--- src/hdl/assert_macros.svh ---
// Assertion macros used by the backlight PWM controller RTL.
// No dependencies; included by the modules that carry assertions.
`ifndef ASSERT_MACROS_SVH
`define ASSERT_MACROS_SVH
`ifndef SYNTHESIS
// Clocked check, masked while reset is active.
`define BLP_ASSERT(lbl, prop) \
  lbl: assert property (@(posedge clk) disable iff (!rst_n) prop) \
    else $error("blpwm assertion failed");
// Clocked check that also holds during reset.
`define BLP_ASSERT_ALWAYS(lbl, prop) \
  lbl: assert property (@(posedge clk) prop) \
    else $error("blpwm assertion failed");
`else
`define BLP_ASSERT(lbl, prop)
`define BLP_ASSERT_ALWAYS(lbl, prop)
`endif
`endif

--- src/hdl/blpwm_pkg.sv ---
// Types and constants of the backlight level PWM controller.
// No dependencies; used by every module of the block.
package blpwm_pkg;

  // Shared divider geometry
  localparam int DIV_W     = 44;
  localparam int DVS_W     = 12;
  localparam int QUO_W     = 32;
  localparam int STEP_W    = 6;
  localparam int LVL_STEPS = 22;
  localparam int CMP_STEPS = 44;

  // Configuration port
  localparam int CFG_IDX_W  = 2;
  localparam int CFG_DATA_W = 32;
  localparam logic [CFG_IDX_W-1:0] CFG_BRIGHT_LIMIT   = 2'd0;
  localparam logic [CFG_IDX_W-1:0] CFG_MAX_LEVEL      = 2'd1;
  localparam logic [CFG_IDX_W-1:0] CFG_PERIOD_TICKS   = 2'd2;
  localparam logic [CFG_IDX_W-1:0] CFG_HAS_ENABLE_PIN = 2'd3;

  localparam logic [31:0] ALL_ONES32 = 32'hFFFF_FFFF;
  localparam logic [32:0] FULL_ON    = 33'h1_0000_0000;

  typedef struct packed {
    logic [7:0] brightness;
    logic       suspended;
    logic       screen_blanked;
    logic [2:0] power_mode;
  } in_item_t;

  typedef struct packed {
    logic        level_changed;
    logic [11:0] new_level;
    logic [32:0] compare_value;
    logic        timer_running;
    logic        enable_pin;
    logic        start_sequence;
  } out_item_t;

  typedef struct packed {
    logic latch_in;
    logic div_start;
    logic div_sel;    // 0: level division, 1: compare division
    logic lvl_ld;
    logic mul_ld;
    logic out_ld;
  } dp_cmd_t;

  typedef struct packed {
    logic div_busy;
    logic need_cmp;
  } dp_sts_t;

endpackage

--- src/hdl/blpwm_div.sv ---
// Restoring divider, one quotient bit per cycle, shared by both divisions.
// Depends on blpwm_pkg.
module blpwm_div (
  input  logic                              clk,
  input  logic                              rst_n,
  input  logic                              start,
  input  logic [blpwm_pkg::STEP_W-1:0]      steps,
  input  logic [blpwm_pkg::DIV_W-1:0]       dividend,
  input  logic [blpwm_pkg::DVS_W-1:0]       divisor,
  output logic                              busy,
  output logic [blpwm_pkg::QUO_W-1:0]       quotient
);

  logic                            busy_r, busy_nxt;
  logic [blpwm_pkg::STEP_W-1:0]    cnt_r, cnt_nxt;
  logic [blpwm_pkg::DIV_W-1:0]     dvd_r, dvd_nxt;
  logic [blpwm_pkg::DVS_W-1:0]     dvs_r, dvs_nxt;
  logic [blpwm_pkg::DVS_W-1:0]     rem_r, rem_nxt;
  logic [blpwm_pkg::DVS_W:0]       rem_sh;
  logic [blpwm_pkg::DVS_W:0]       rem_sub;
  logic                            ge;

  // Shift in the next dividend bit and try the subtraction
  assign rem_sh  = {rem_r, dvd_r[blpwm_pkg::DIV_W-1]};
  assign rem_sub = rem_sh - {1'b0, dvs_r};
  assign ge      = (rem_sh >= {1'b0, dvs_r});

  always_comb begin
    busy_nxt = busy_r;
    cnt_nxt  = cnt_r;
    dvd_nxt  = dvd_r;
    dvs_nxt  = dvs_r;
    rem_nxt  = rem_r;
    if (start) begin
      busy_nxt = 1'b1;
      cnt_nxt  = steps;
      dvd_nxt  = dividend;
      dvs_nxt  = divisor;
      rem_nxt  = '0;
    end else if (busy_r) begin
      rem_nxt  = ge ? rem_sub[blpwm_pkg::DVS_W-1:0] : rem_sh[blpwm_pkg::DVS_W-1:0];
      dvd_nxt  = {dvd_r[blpwm_pkg::DIV_W-2:0], ge};
      cnt_nxt  = cnt_r - 1'b1;
      busy_nxt = (cnt_r != {{(blpwm_pkg::STEP_W-1){1'b0}}, 1'b1});
    end
  end

  // Hold control under reset; operands need none
  always_ff @(posedge clk) begin
    if (!rst_n) begin
      busy_r <= 1'b0;
      cnt_r  <= '0;
    end else begin
      busy_r <= busy_nxt;
      cnt_r  <= cnt_nxt;
    end
  end

  always_ff @(posedge clk) begin
    dvd_r <= dvd_nxt;
    dvs_r <= dvs_nxt;
    rem_r <= rem_nxt;
  end

  assign busy     = busy_r;
  assign quotient = dvd_r[blpwm_pkg::QUO_W-1:0];

endmodule

--- src/hdl/blpwm_dp.sv ---
// Datapath: configuration registers, level scaling, compare value and state.
// Depends on blpwm_pkg and blpwm_div.
module blpwm_dp (
  input  logic                                clk,
  input  logic                                rst_n,
  input  logic                                cfg_we,
  input  logic [blpwm_pkg::CFG_IDX_W-1:0]     cfg_addr,
  input  logic [blpwm_pkg::CFG_DATA_W-1:0]    cfg_wdata,
  input  blpwm_pkg::in_item_t                 in_data,
  input  blpwm_pkg::dp_cmd_t                  cmd,
  output blpwm_pkg::dp_sts_t                  sts,
  output blpwm_pkg::out_item_t                out_data
);

  // Configuration registers
  logic [7:0]  max_bright_r;
  logic [11:0] max_level_r;
  logic [31:0] period_r;
  logic        has_en_r;

  // Item registers and block state
  logic [7:0]  bright_r;
  logic        force_r;
  logic [11:0] level_r;
  logic        changed_r;
  logic [43:0] prod_r;
  logic [11:0] cur_level_r;
  logic        chip_en_r;
  blpwm_pkg::out_item_t out_r;

  logic [7:0]  m_eff;
  logic [11:0] l_eff;
  logic [19:0] bl;
  logic [21:0] dvd1;
  logic [21:0] qlvl;
  logic [11:0] lvl_calc;
  logic [11:0] lvl_clamp;

  logic                             div_busy;
  logic [blpwm_pkg::QUO_W-1:0]      div_q;
  logic [blpwm_pkg::DIV_W-1:0]      div_dividend;
  logic [blpwm_pkg::DVS_W-1:0]      div_divisor;
  logic [blpwm_pkg::STEP_W-1:0]     div_steps;

  logic [31:0] cmp_sum;
  logic [32:0] cmp_val;
  logic        chip_en_new;

  // Treat zero limits as one
  assign m_eff = (max_bright_r == 8'd0) ? 8'd1 : max_bright_r;
  assign l_eff = (max_level_r == 12'd0) ? 12'd1 : max_level_r;

  // Level dividend 2*b*L + M, divisor 2*M
  assign bl   = {12'b0, bright_r} * {8'b0, l_eff};
  assign dvd1 = {1'b0, bl, 1'b0} + {14'b0, m_eff};

  // Select divider operands for the current division
  assign div_dividend = cmd.div_sel ? prod_r : {dvd1, 22'b0};
  assign div_divisor  = cmd.div_sel ? l_eff : {3'b0, m_eff, 1'b0};
  assign div_steps    = cmd.div_sel ? blpwm_pkg::STEP_W'(blpwm_pkg::CMP_STEPS)
                                    : blpwm_pkg::STEP_W'(blpwm_pkg::LVL_STEPS);

  blpwm_div u_div (
    .clk      (clk),
    .rst_n    (rst_n),
    .start    (cmd.div_start),
    .steps    (div_steps),
    .dividend (div_dividend),
    .divisor  (div_divisor),
    .busy     (div_busy),
    .quotient (div_q)
  );

  // Raise nonzero brightness to one, clamp to L, then apply force-off
  assign qlvl = div_q[21:0];
  always_comb begin
    if (bright_r != 8'd0 && qlvl == 22'd0) begin
      lvl_clamp = 12'd1;
    end else if (qlvl > {10'b0, l_eff}) begin
      lvl_clamp = l_eff;
    end else begin
      lvl_clamp = qlvl[11:0];
    end
    lvl_calc = force_r ? 12'd0 : lvl_clamp;
  end

  assign sts.div_busy = div_busy;
  assign sts.need_cmp = (lvl_calc != cur_level_r) && (lvl_calc != 12'd0) &&
                        (lvl_calc != l_eff);

  // Compare value from the quotient plus reload
  assign cmp_sum = div_q + (blpwm_pkg::ALL_ONES32 - period_r);
  always_comb begin
    if (!changed_r || level_r == 12'd0) begin
      cmp_val = 33'd0;
    end else if (level_r == l_eff) begin
      cmp_val = blpwm_pkg::FULL_ON;
    end else begin
      cmp_val = {1'b0, cmp_sum};
    end
  end

  assign chip_en_new = changed_r ? (level_r != 12'd0) : chip_en_r;

  // Write configuration registers
  always_ff @(posedge clk) begin
    if (!rst_n) begin
      max_bright_r <= 8'd255;
      max_level_r  <= 12'd255;
      period_r     <= 32'd0;
      has_en_r     <= 1'b0;
    end else if (cfg_we) begin
      case (cfg_addr)
        blpwm_pkg::CFG_BRIGHT_LIMIT:   max_bright_r <= cfg_wdata[7:0];
        blpwm_pkg::CFG_MAX_LEVEL:      max_level_r  <= cfg_wdata[11:0];
        blpwm_pkg::CFG_PERIOD_TICKS:   period_r     <= cfg_wdata;
        blpwm_pkg::CFG_HAS_ENABLE_PIN: has_en_r     <= cfg_wdata[0];
        default: ;
      endcase
    end
  end

  // Update stored level and chip enable when a result is issued
  always_ff @(posedge clk) begin
    if (!rst_n) begin
      cur_level_r <= 12'd0;
      chip_en_r   <= 1'b0;
    end else if (cmd.out_ld && changed_r) begin
      cur_level_r <= level_r;
      chip_en_r   <= (level_r != 12'd0);
    end
  end

  // Item payload registers
  always_ff @(posedge clk) begin
    if (cmd.latch_in) begin
      bright_r <= in_data.brightness;
      force_r  <= in_data.suspended | in_data.screen_blanked |
                  (in_data.power_mode != 3'd0);
    end
    if (cmd.lvl_ld) begin
      level_r   <= lvl_calc;
      changed_r <= (lvl_calc != cur_level_r);
    end
    if (cmd.mul_ld) begin
      prod_r <= {12'b0, period_r} * {32'b0, level_r};
    end
    if (cmd.out_ld) begin
      out_r.level_changed  <= changed_r;
      out_r.new_level      <= level_r;
      out_r.compare_value  <= cmp_val;
      out_r.timer_running  <= (level_r != 12'd0);
      out_r.enable_pin     <= has_en_r & chip_en_new;
      out_r.start_sequence <= changed_r && (level_r != 12'd0) && !chip_en_r;
    end
  end

  assign out_data = out_r;

endmodule

--- src/hdl/blpwm_ctrl.sv ---
// Controller state machine sequencing the datapath and the handshakes.
// Depends on blpwm_pkg and assert_macros.svh.
`include "assert_macros.svh"
module blpwm_ctrl (
  input  logic                clk,
  input  logic                rst_n,
  input  logic                in_valid,
  output logic                in_ready,
  output logic                out_valid,
  input  logic                out_ready,
  input  blpwm_pkg::dp_sts_t  sts,
  output blpwm_pkg::dp_cmd_t  cmd
);

  localparam logic [2:0] S_IDLE = 3'd0;
  localparam logic [2:0] S_LD1  = 3'd1;
  localparam logic [2:0] S_DIV1 = 3'd2;
  localparam logic [2:0] S_LVL  = 3'd3;
  localparam logic [2:0] S_MUL  = 3'd4;
  localparam logic [2:0] S_LD2  = 3'd5;
  localparam logic [2:0] S_DIV2 = 3'd6;
  localparam logic [2:0] S_OUT  = 3'd7;

  logic [2:0] state_r, state_nxt;
  logic       out_valid_r, out_valid_nxt;
  logic       accept;
  logic       out_free;

  assign accept   = in_valid && (state_r == S_IDLE);
  assign out_free = !out_valid_r || out_ready;

  // Next state and datapath commands
  always_comb begin
    state_nxt     = state_r;
    cmd           = '0;
    case (state_r)
      S_IDLE: begin
        if (in_valid) begin
          cmd.latch_in = 1'b1;
          state_nxt    = S_LD1;
        end
      end
      S_LD1: begin
        cmd.div_start = 1'b1;
        state_nxt     = S_DIV1;
      end
      S_DIV1: begin
        if (!sts.div_busy) begin
          state_nxt = S_LVL;
        end
      end
      S_LVL: begin
        cmd.lvl_ld = 1'b1;
        state_nxt  = sts.need_cmp ? S_MUL : S_OUT;
      end
      S_MUL: begin
        cmd.mul_ld = 1'b1;
        state_nxt  = S_LD2;
      end
      S_LD2: begin
        cmd.div_sel   = 1'b1;
        cmd.div_start = 1'b1;
        state_nxt     = S_DIV2;
      end
      S_DIV2: begin
        cmd.div_sel = 1'b1;
        if (!sts.div_busy) begin
          state_nxt = S_OUT;
        end
      end
      S_OUT: begin
        cmd.div_sel = 1'b1;
        if (out_free) begin
          cmd.out_ld = 1'b1;
          state_nxt  = S_IDLE;
        end
      end
      default: state_nxt = S_IDLE;
    endcase
  end

  // Raise valid on load, drop it when the receiver takes the item
  always_comb begin
    out_valid_nxt = out_valid_r;
    if (cmd.out_ld) begin
      out_valid_nxt = 1'b1;
    end else if (out_ready) begin
      out_valid_nxt = 1'b0;
    end
  end

  always_ff @(posedge clk) begin
    if (!rst_n) begin
      state_r     <= S_IDLE;
      out_valid_r <= 1'b0;
    end else begin
      state_r     <= state_nxt;
      out_valid_r <= out_valid_nxt;
    end
  end

  assign in_ready  = (state_r == S_IDLE);
  assign out_valid = out_valid_r;

  `BLP_ASSERT(a_load_sets_valid, cmd.out_ld |=> out_valid_r)
  `BLP_ASSERT(a_accept_starts, accept |=> (state_r == S_LD1))
  `BLP_ASSERT(a_idle_div_quiet, (state_r == S_IDLE) |-> !sts.div_busy)
  `BLP_ASSERT(a_no_overwrite, (out_valid_r && !out_ready) |-> !cmd.out_ld)

endmodule

--- src/hdl/backlight_level_pwm_controller.sv ---
// Top level of the backlight level PWM controller.
// Depends on blpwm_pkg, blpwm_ctrl, blpwm_dp (which holds blpwm_div).
//
// Usage:
//   in_valid/in_ready/in_data carry one brightness request per item; each
//   request yields exactly one result item on out_valid/out_ready/out_data.
//   cfg_we/cfg_addr/cfg_wdata write the brightness limit (0), max_level (1),
//   period_ticks (2) and has_enable_pin (3) while the block is idle.
// Sequencing:
//   One item at a time: an unchanged, zero or full level needs only the
//   level division, and a new compare value also needs the multiply and
//   the compare division. The next item can be taken from the cycle in
//   which out_valid rises. The shared restoring divider runs 22 steps for
//   the level division and 44 for the compare division.
// Reset:
//   rst_n (synchronous, active low) restores register defaults, clears the
//   stored level and chip enable and empties the output register.
// Stall:
//   A finished result waits in the output register; the next item is
//   accepted and worked on meanwhile, and its result holds until taken.
module backlight_level_pwm_controller (
  input  logic                                clk,
  input  logic                                rst_n,
  input  logic                                in_valid,
  output logic                                in_ready,
  input  blpwm_pkg::in_item_t                 in_data,
  output logic                                out_valid,
  input  logic                                out_ready,
  output blpwm_pkg::out_item_t                out_data,
  input  logic                                cfg_we,
  input  logic [blpwm_pkg::CFG_IDX_W-1:0]     cfg_addr,
  input  logic [blpwm_pkg::CFG_DATA_W-1:0]    cfg_wdata
);

  blpwm_pkg::dp_cmd_t cmd;
  blpwm_pkg::dp_sts_t sts;

  // Sequence the item through the datapath
  blpwm_ctrl u_ctrl (
    .clk       (clk),
    .rst_n     (rst_n),
    .in_valid  (in_valid),
    .in_ready  (in_ready),
    .out_valid (out_valid),
    .out_ready (out_ready),
    .sts       (sts),
    .cmd       (cmd)
  );

  // Compute level, compare value and pin state
  blpwm_dp u_dp (
    .clk       (clk),
    .rst_n     (rst_n),
    .cfg_we    (cfg_we),
    .cfg_addr  (cfg_addr),
    .cfg_wdata (cfg_wdata),
    .in_data   (in_data),
    .cmd       (cmd),
    .sts       (sts),
    .out_data  (out_data)
  );

endmodule
--- config.mk ---
export PLATFORM = sky130hd
export DESIGN_NAME = backlight_level_pwm_controller
export DESIGN_NICKNAME = d
export VERILOG_FILES = /design/src/hdl/blpwm_pkg.sv /design/src/hdl/blpwm_div.sv /design/src/hdl/blpwm_dp.sv /design/src/hdl/blpwm_ctrl.sv /design/src/hdl/backlight_level_pwm_controller.sv
export VERILOG_INCLUDE_DIRS = /design/src /design/src/hdl
export SDC_FILE = /design/constraint.sdc
export NUM_CORES = 2
export LEC_CHECK = 0
export BUFFER_PORTS_ARGS = -buffer_cell sky130_fd_sc_hd__buf_2
export CORE_MARGIN = 1
export CORE_UTILIZATION = 65
export CTS_CLUSTER_DIAMETER = 150
export CTS_CLUSTER_SIZE = 30
export DETAILED_ROUTE_END_ITERATION = 6
export GPL_TIMING_DRIVEN = 0
export PLACE_DENSITY_LB_ADDON = 0.15
export SYNTH_ARGS = -nofsm -noshare
export SYNTH_HDL_FRONTEND = slang
export SYNTH_SLANG_ARGS = --single-unit
--- constraint.sdc ---
create_clock -name clk -period 7.6 [get_ports clk]
set_input_delay 1.52 -clock clk [delete_from_list [all_inputs] [get_ports clk]]
set_output_delay 1.52 -clock clk [all_outputs]
set_load 0.005 [all_outputs]
==> reports/qor.csv <==
stage,metric,value,unit
run_status,outcome,"complete, no violations",
worst_setup_path,CP Class,register to register,
sta,measured slew at the worst slew-check pin,1320,ps
logic_synthesis,share of cell area taken by muxes after synthesis,0.599,%
placed_design,global placer's final weighted congestion,1.00,
die,Floorplan Core Area,43100,sq um
logic_synthesis,"post-synthesis share of cell area spent on full adders, half adders and majority gates",33.8,%
flow_run,max-cap check violation count,0,
worst_setup_path,arrival time of the worst setup path,7570,ps
logic_synthesis,count of warnings emitted by yosys,0,
logic_synthesis,post-synthesis simple-gate area fraction,18.7,%
route,Routed Wire Length,85600,microns
grt,wire length of the first global-routing pass,132000,microns
sta,final hold viol count,0,
grt,number of antenna violations at the first check in global routing,1,
die,IO Count,103,
route,post-route DRC violation count,0,
clock_network,hold-fix buffers at CTS,0,
route,met1 WL,34000,microns
sta,setup TNS after final layout,0,ps
grt,GRT Residual Overflow,0,
logic_synthesis,number of enable-type register cells in the synthesized netlist,171,
route,Detailed Routing Iterations Pass 1,7,
route,ratio of routed vias to standard cells,6.07,
pwr,Power Dens Cells,284,nW/um^2
clock_network,TritonCTS clock tree,built,
logic_synthesis,sequential area share after synthesis,24.4,%
worst_hold_path,Worst Hold Class,register to register,
cells_and_area,end-of-flow core utilization,70.4,%
logic_synthesis,proportion of netlist area held by the largest area contributor,25.6,%
die,Initial Util,65.9,%
logic_synthesis,Mapped Cells,3151,
sta,post-layout minimum cycle time,7280,ps
clock_network,Num CTS Buffers,12,
sta,Final period util,95.8,%
worst_setup_path,CP max FO,10,
logic_synthesis,most frequent cell after synthesis,sky130_fd_sc_hd__nand2_1,
logic_synthesis,syn nets,3752,
sta,Finish-stage setup viols,0,
route,uppermost routed layer,met4,
logic_synthesis,count of state elements after synthesis,260,
logic_synthesis,synthesized-area fraction occupied by xor and xnor cells,3.69,%
clock_network,maximum count of clock buffers along a single path,3,
clock_network,count of H-tree levels built during CTS,1,
logic_synthesis,"Async S/R FF share, synth",0,%
pwr,Total Power,8630,uW
worst_hold_path,min-delay src,u_dp.cur_level_r[5],
cells_and_area,proportion of layout cells with a drive suffix above 1,6.41,%
grt,via count of the first global-routing pass,23500,
clock_network,number of clock sinks,260,
logic_synthesis,fraction of the mapped netlist area in compound gates,10.6,%
grt,largest net degree at the start of global routing,40,
logic_synthesis,mapped cell area,28400,sq um
route,total vias in the final route,23600,
route,antenna violation net count after detailed routing,0,
sta,fmax,0.137,GHz
route,post-DR wirelength/cell,22.1,microns
clock_network,insertion delay of the later-clocked pin in the worst-skew pair,530,ps
cells_and_area,fill cell instance count of the final layout,3450,
placed_design,number of buffers added on ports,101,
sta,Max Transition Viols Final,0,
logic_synthesis,dominant combinational cell family by area after synthesis,adder cells,
route,wire length on met2,38200,microns
logic_synthesis,list of most frequent post-synthesis cells,"sky130_fd_sc_hd__nand2_1, sky130_fd_sc_hd__inv_1, sky130_fd_sc_hd__fa_1, sky130_fd_sc_hd__and2_1, sky130_fd_sc_hd__ha_1",
route,amount of wire on met3 after detailed routing,8980,microns
die,Die Span X,211,microns
placed_design,placed inst area,29700,sq um
route,starting DRC count in detailed routing,2341,
worst_setup_path,timing startpoint of the critical path,u_dp.level_r[2],
die,Die ar.,44500,sq um
logic_synthesis,most frequently used flop master after synthesis,sky130_fd_sc_hd__edfxtp_1,
logic_synthesis,Synth Area per Inst,9.01,sq um
sta,setup repair after global routing missed its margin,no,
pwr,IR Drop Worst-Case VDD,515,uV
clock_network,clock input transition at the sequential cells of the worst setup and hold paths,120,ps
sta,Worst slew margin,11.9,%
clock_network,root buf cell,sky130_fd_sc_hd__clkbuf_16,
sta,clock skew after layout,30.1,ps
pwr,Static Leakage,0.0131,uW
worst_hold_path,hold-critical path depth,2,
logic_synthesis,number of distinct standard cells referenced by the synthesized netlist,85,
worst_setup_path,element type at the critical path end,register,
die,total number of placement rows,76,
cells_and_area,area delta synth->final,6.77,%
die,vertical die dimension,211,microns
worst_setup_path,R2R Path Start,u_dp.level_r[2],
worst_setup_path,cell count of the worst reg-to-reg path,18,
logic_synthesis,post-synth top area cell,sky130_fd_sc_hd__fa_1,
cells_and_area,Post-layout nets,3888,
worst_setup_path,Critical Path Start Type,register,
worst_setup_path,worst endpoint required time,7890,ps
logic_synthesis,Area contributors post-synth,"sky130_fd_sc_hd__fa_1, sky130_fd_sc_hd__edfxtp_1, sky130_fd_sc_hd__ha_1, sky130_fd_sc_hd__nand2_1, sky130_fd_sc_hd__dfxtp_1",
grt,overall global routing resource usage,39.5,%
cells_and_area,final standard cell area without fillers,30300,sq um
placed_design,HPWL reported at the end of detailed placement,67600,microns
-- critical path, stage by stage, from the launching register on --
cell and delay, ps:
sky130_fd_sc_hd__edfxtp_1 960, sky130_fd_sc_hd__clkbuf_1 660, sky130_fd_sc_hd__nand2_1 170, sky130_fd_sc_hd__fa_1 510, sky130_fd_sc_hd__fa_1 510, sky130_fd_sc_hd__inv_1 60
sky130_fd_sc_hd__fa_1 570, sky130_fd_sc_hd__fa_1 430, sky130_fd_sc_hd__ha_1 370, sky130_fd_sc_hd__a21o_1 220, sky130_fd_sc_hd__a21oi_1 140, sky130_fd_sc_hd__o21ai_0 310
sky130_fd_sc_hd__a211oi_2 520, sky130_fd_sc_hd__a211oi_2 190, sky130_fd_sc_hd__nor3_1 420, sky130_fd_sc_hd__nor4b_1 170, sky130_fd_sc_hd__o31ai_1 510, sky130_fd_sc_hd__mux2i_1 240
sky130_fd_sc_hd__nand3_1 80
-- per-stage QoR --
step	std cells	hold WS, ps	worst slack [ps]
after floorplan	3151	424	1260
after global placement	3837	435	-588
after detailed placement	3843	444	-727
after CTS	3871	475	18.7
after global routing	3878	504	1.48
final	3879	483	317
-- registers in the layout, summed over array words and instances, names as in the netlist --
signal / flops
u_ctrl.out_valid: 1
u_dp.u_div.busy: 1
u_dp.max_bright_r: 8
u_ctrl.state_r: 3
u_dp.chip_en_r: 1
u_dp.u_div.dvd_r: 44
u_dp.u_div.rem_r: 12
u_dp.force_r: 1
u_dp.cur_level_r: 12
u_dp.bright_r: 8
u_dp.level_r: 12
u_dp.period_r: 32
u_dp.u_div.dvs_r: 12
u_dp.out_data: 49
u_dp.u_div.cnt_r: 6
u_dp.has_en_r: 1
u_dp.max_level_r: 12
u_dp.prod_r: 44
u_dp.changed_r: 1
-- logic make-up (layout without fill, tap and decap cells) --
| kind of cell | Yosys count | after routing |
|---|---|---|
| buffers and inverters | 619 | 761 |
| other | 0 | 1 |
| AND/OR/NAND/NOR | 1109 | 1109 |
| multiplexers | 17 | 17 |
| AO/OA/AOI/OAI | 479 | 479 |
| adder cells (fa/ha/maj) | 549 | 549 |
| flip-flops | 260 | 260 |
| XOR/XNOR | 118 | 118 |
-- where the power goes --
group | switching [uW] | internal, uW | leakage [uW]
clock | 483 | 324 | 0.000172
sequential | 201 | 1820 | 0.00231
combinational | 3470 | 2340 | 0.0106
-- cells in the final DEF (no fill, tap or decap), types with 21 or more instances in the layout --
cell / netlist / layout
sky130_fd_sc_hd__a21o_1: 41 / 41
sky130_fd_sc_hd__a21oi_1: 159 / 159
sky130_fd_sc_hd__and2_1: 225 / 225
sky130_fd_sc_hd__buf_2: 5 / 106
sky130_fd_sc_hd__buf_4: 1 / 27
sky130_fd_sc_hd__clkbuf_1: 170 / 149
sky130_fd_sc_hd__dfxtp_1: 89 / 89
sky130_fd_sc_hd__edfxtp_1: 171 / 171
sky130_fd_sc_hd__fa_1: 363 / 363
sky130_fd_sc_hd__ha_1: 186 / 186
sky130_fd_sc_hd__inv_1: 435 / 435
sky130_fd_sc_hd__nand2_1: 514 / 514
sky130_fd_sc_hd__nand2b_1: 29 / 28
sky130_fd_sc_hd__nand3_1: 59 / 59
sky130_fd_sc_hd__nor2_1: 116 / 116
sky130_fd_sc_hd__nor3_1: 32 / 32
sky130_fd_sc_hd__nor4_1: 22 / 21
sky130_fd_sc_hd__o21ai_0: 127 / 127
sky130_fd_sc_hd__xnor2_1: 77 / 77
sky130_fd_sc_hd__xor2_1: 39 / 39
-- timing repair --
action,4_1_cts,5_1_grt
setup buffers,18,10
endpoints found under the setup margin,15,6
gates resized for setup,8,14
-- layer usage --
metal / up-vias / global-route usage (%)
li1: 10500 / -
met1: 11700 / 53.8
met2: 1232 / 61.5
met3: 228 / 7.73
met4: 0 / 17.7
met5: - / 0
-- area by class of cell --
type	instances	area (sq um)	share of cell area, %
multi-input cells	2272	19200	63.2
inverters	436	1640	5.40
diodes	1	2.50	0.00825
plain buffers	170	681	2.24
repair buffers	135	826	2.72
flip-flops and latches	260	6920	22.8
well taps	585	732	2.41
clock inverters	2	12.5	0.0413
clock buffers	18	344	1.13
-- path summary, 6_finish.rpt --
kind	end	slack, ps
setup / recovery	u_dp.prod_r[42]	320
hold / removal	u_dp.cur_level_r[5]	480
setup reg to reg	u_dp.prod_r[42]	320
hold reg to reg	u_dp.cur_level_r[5]	480
(Power assumes the default switching activity.)
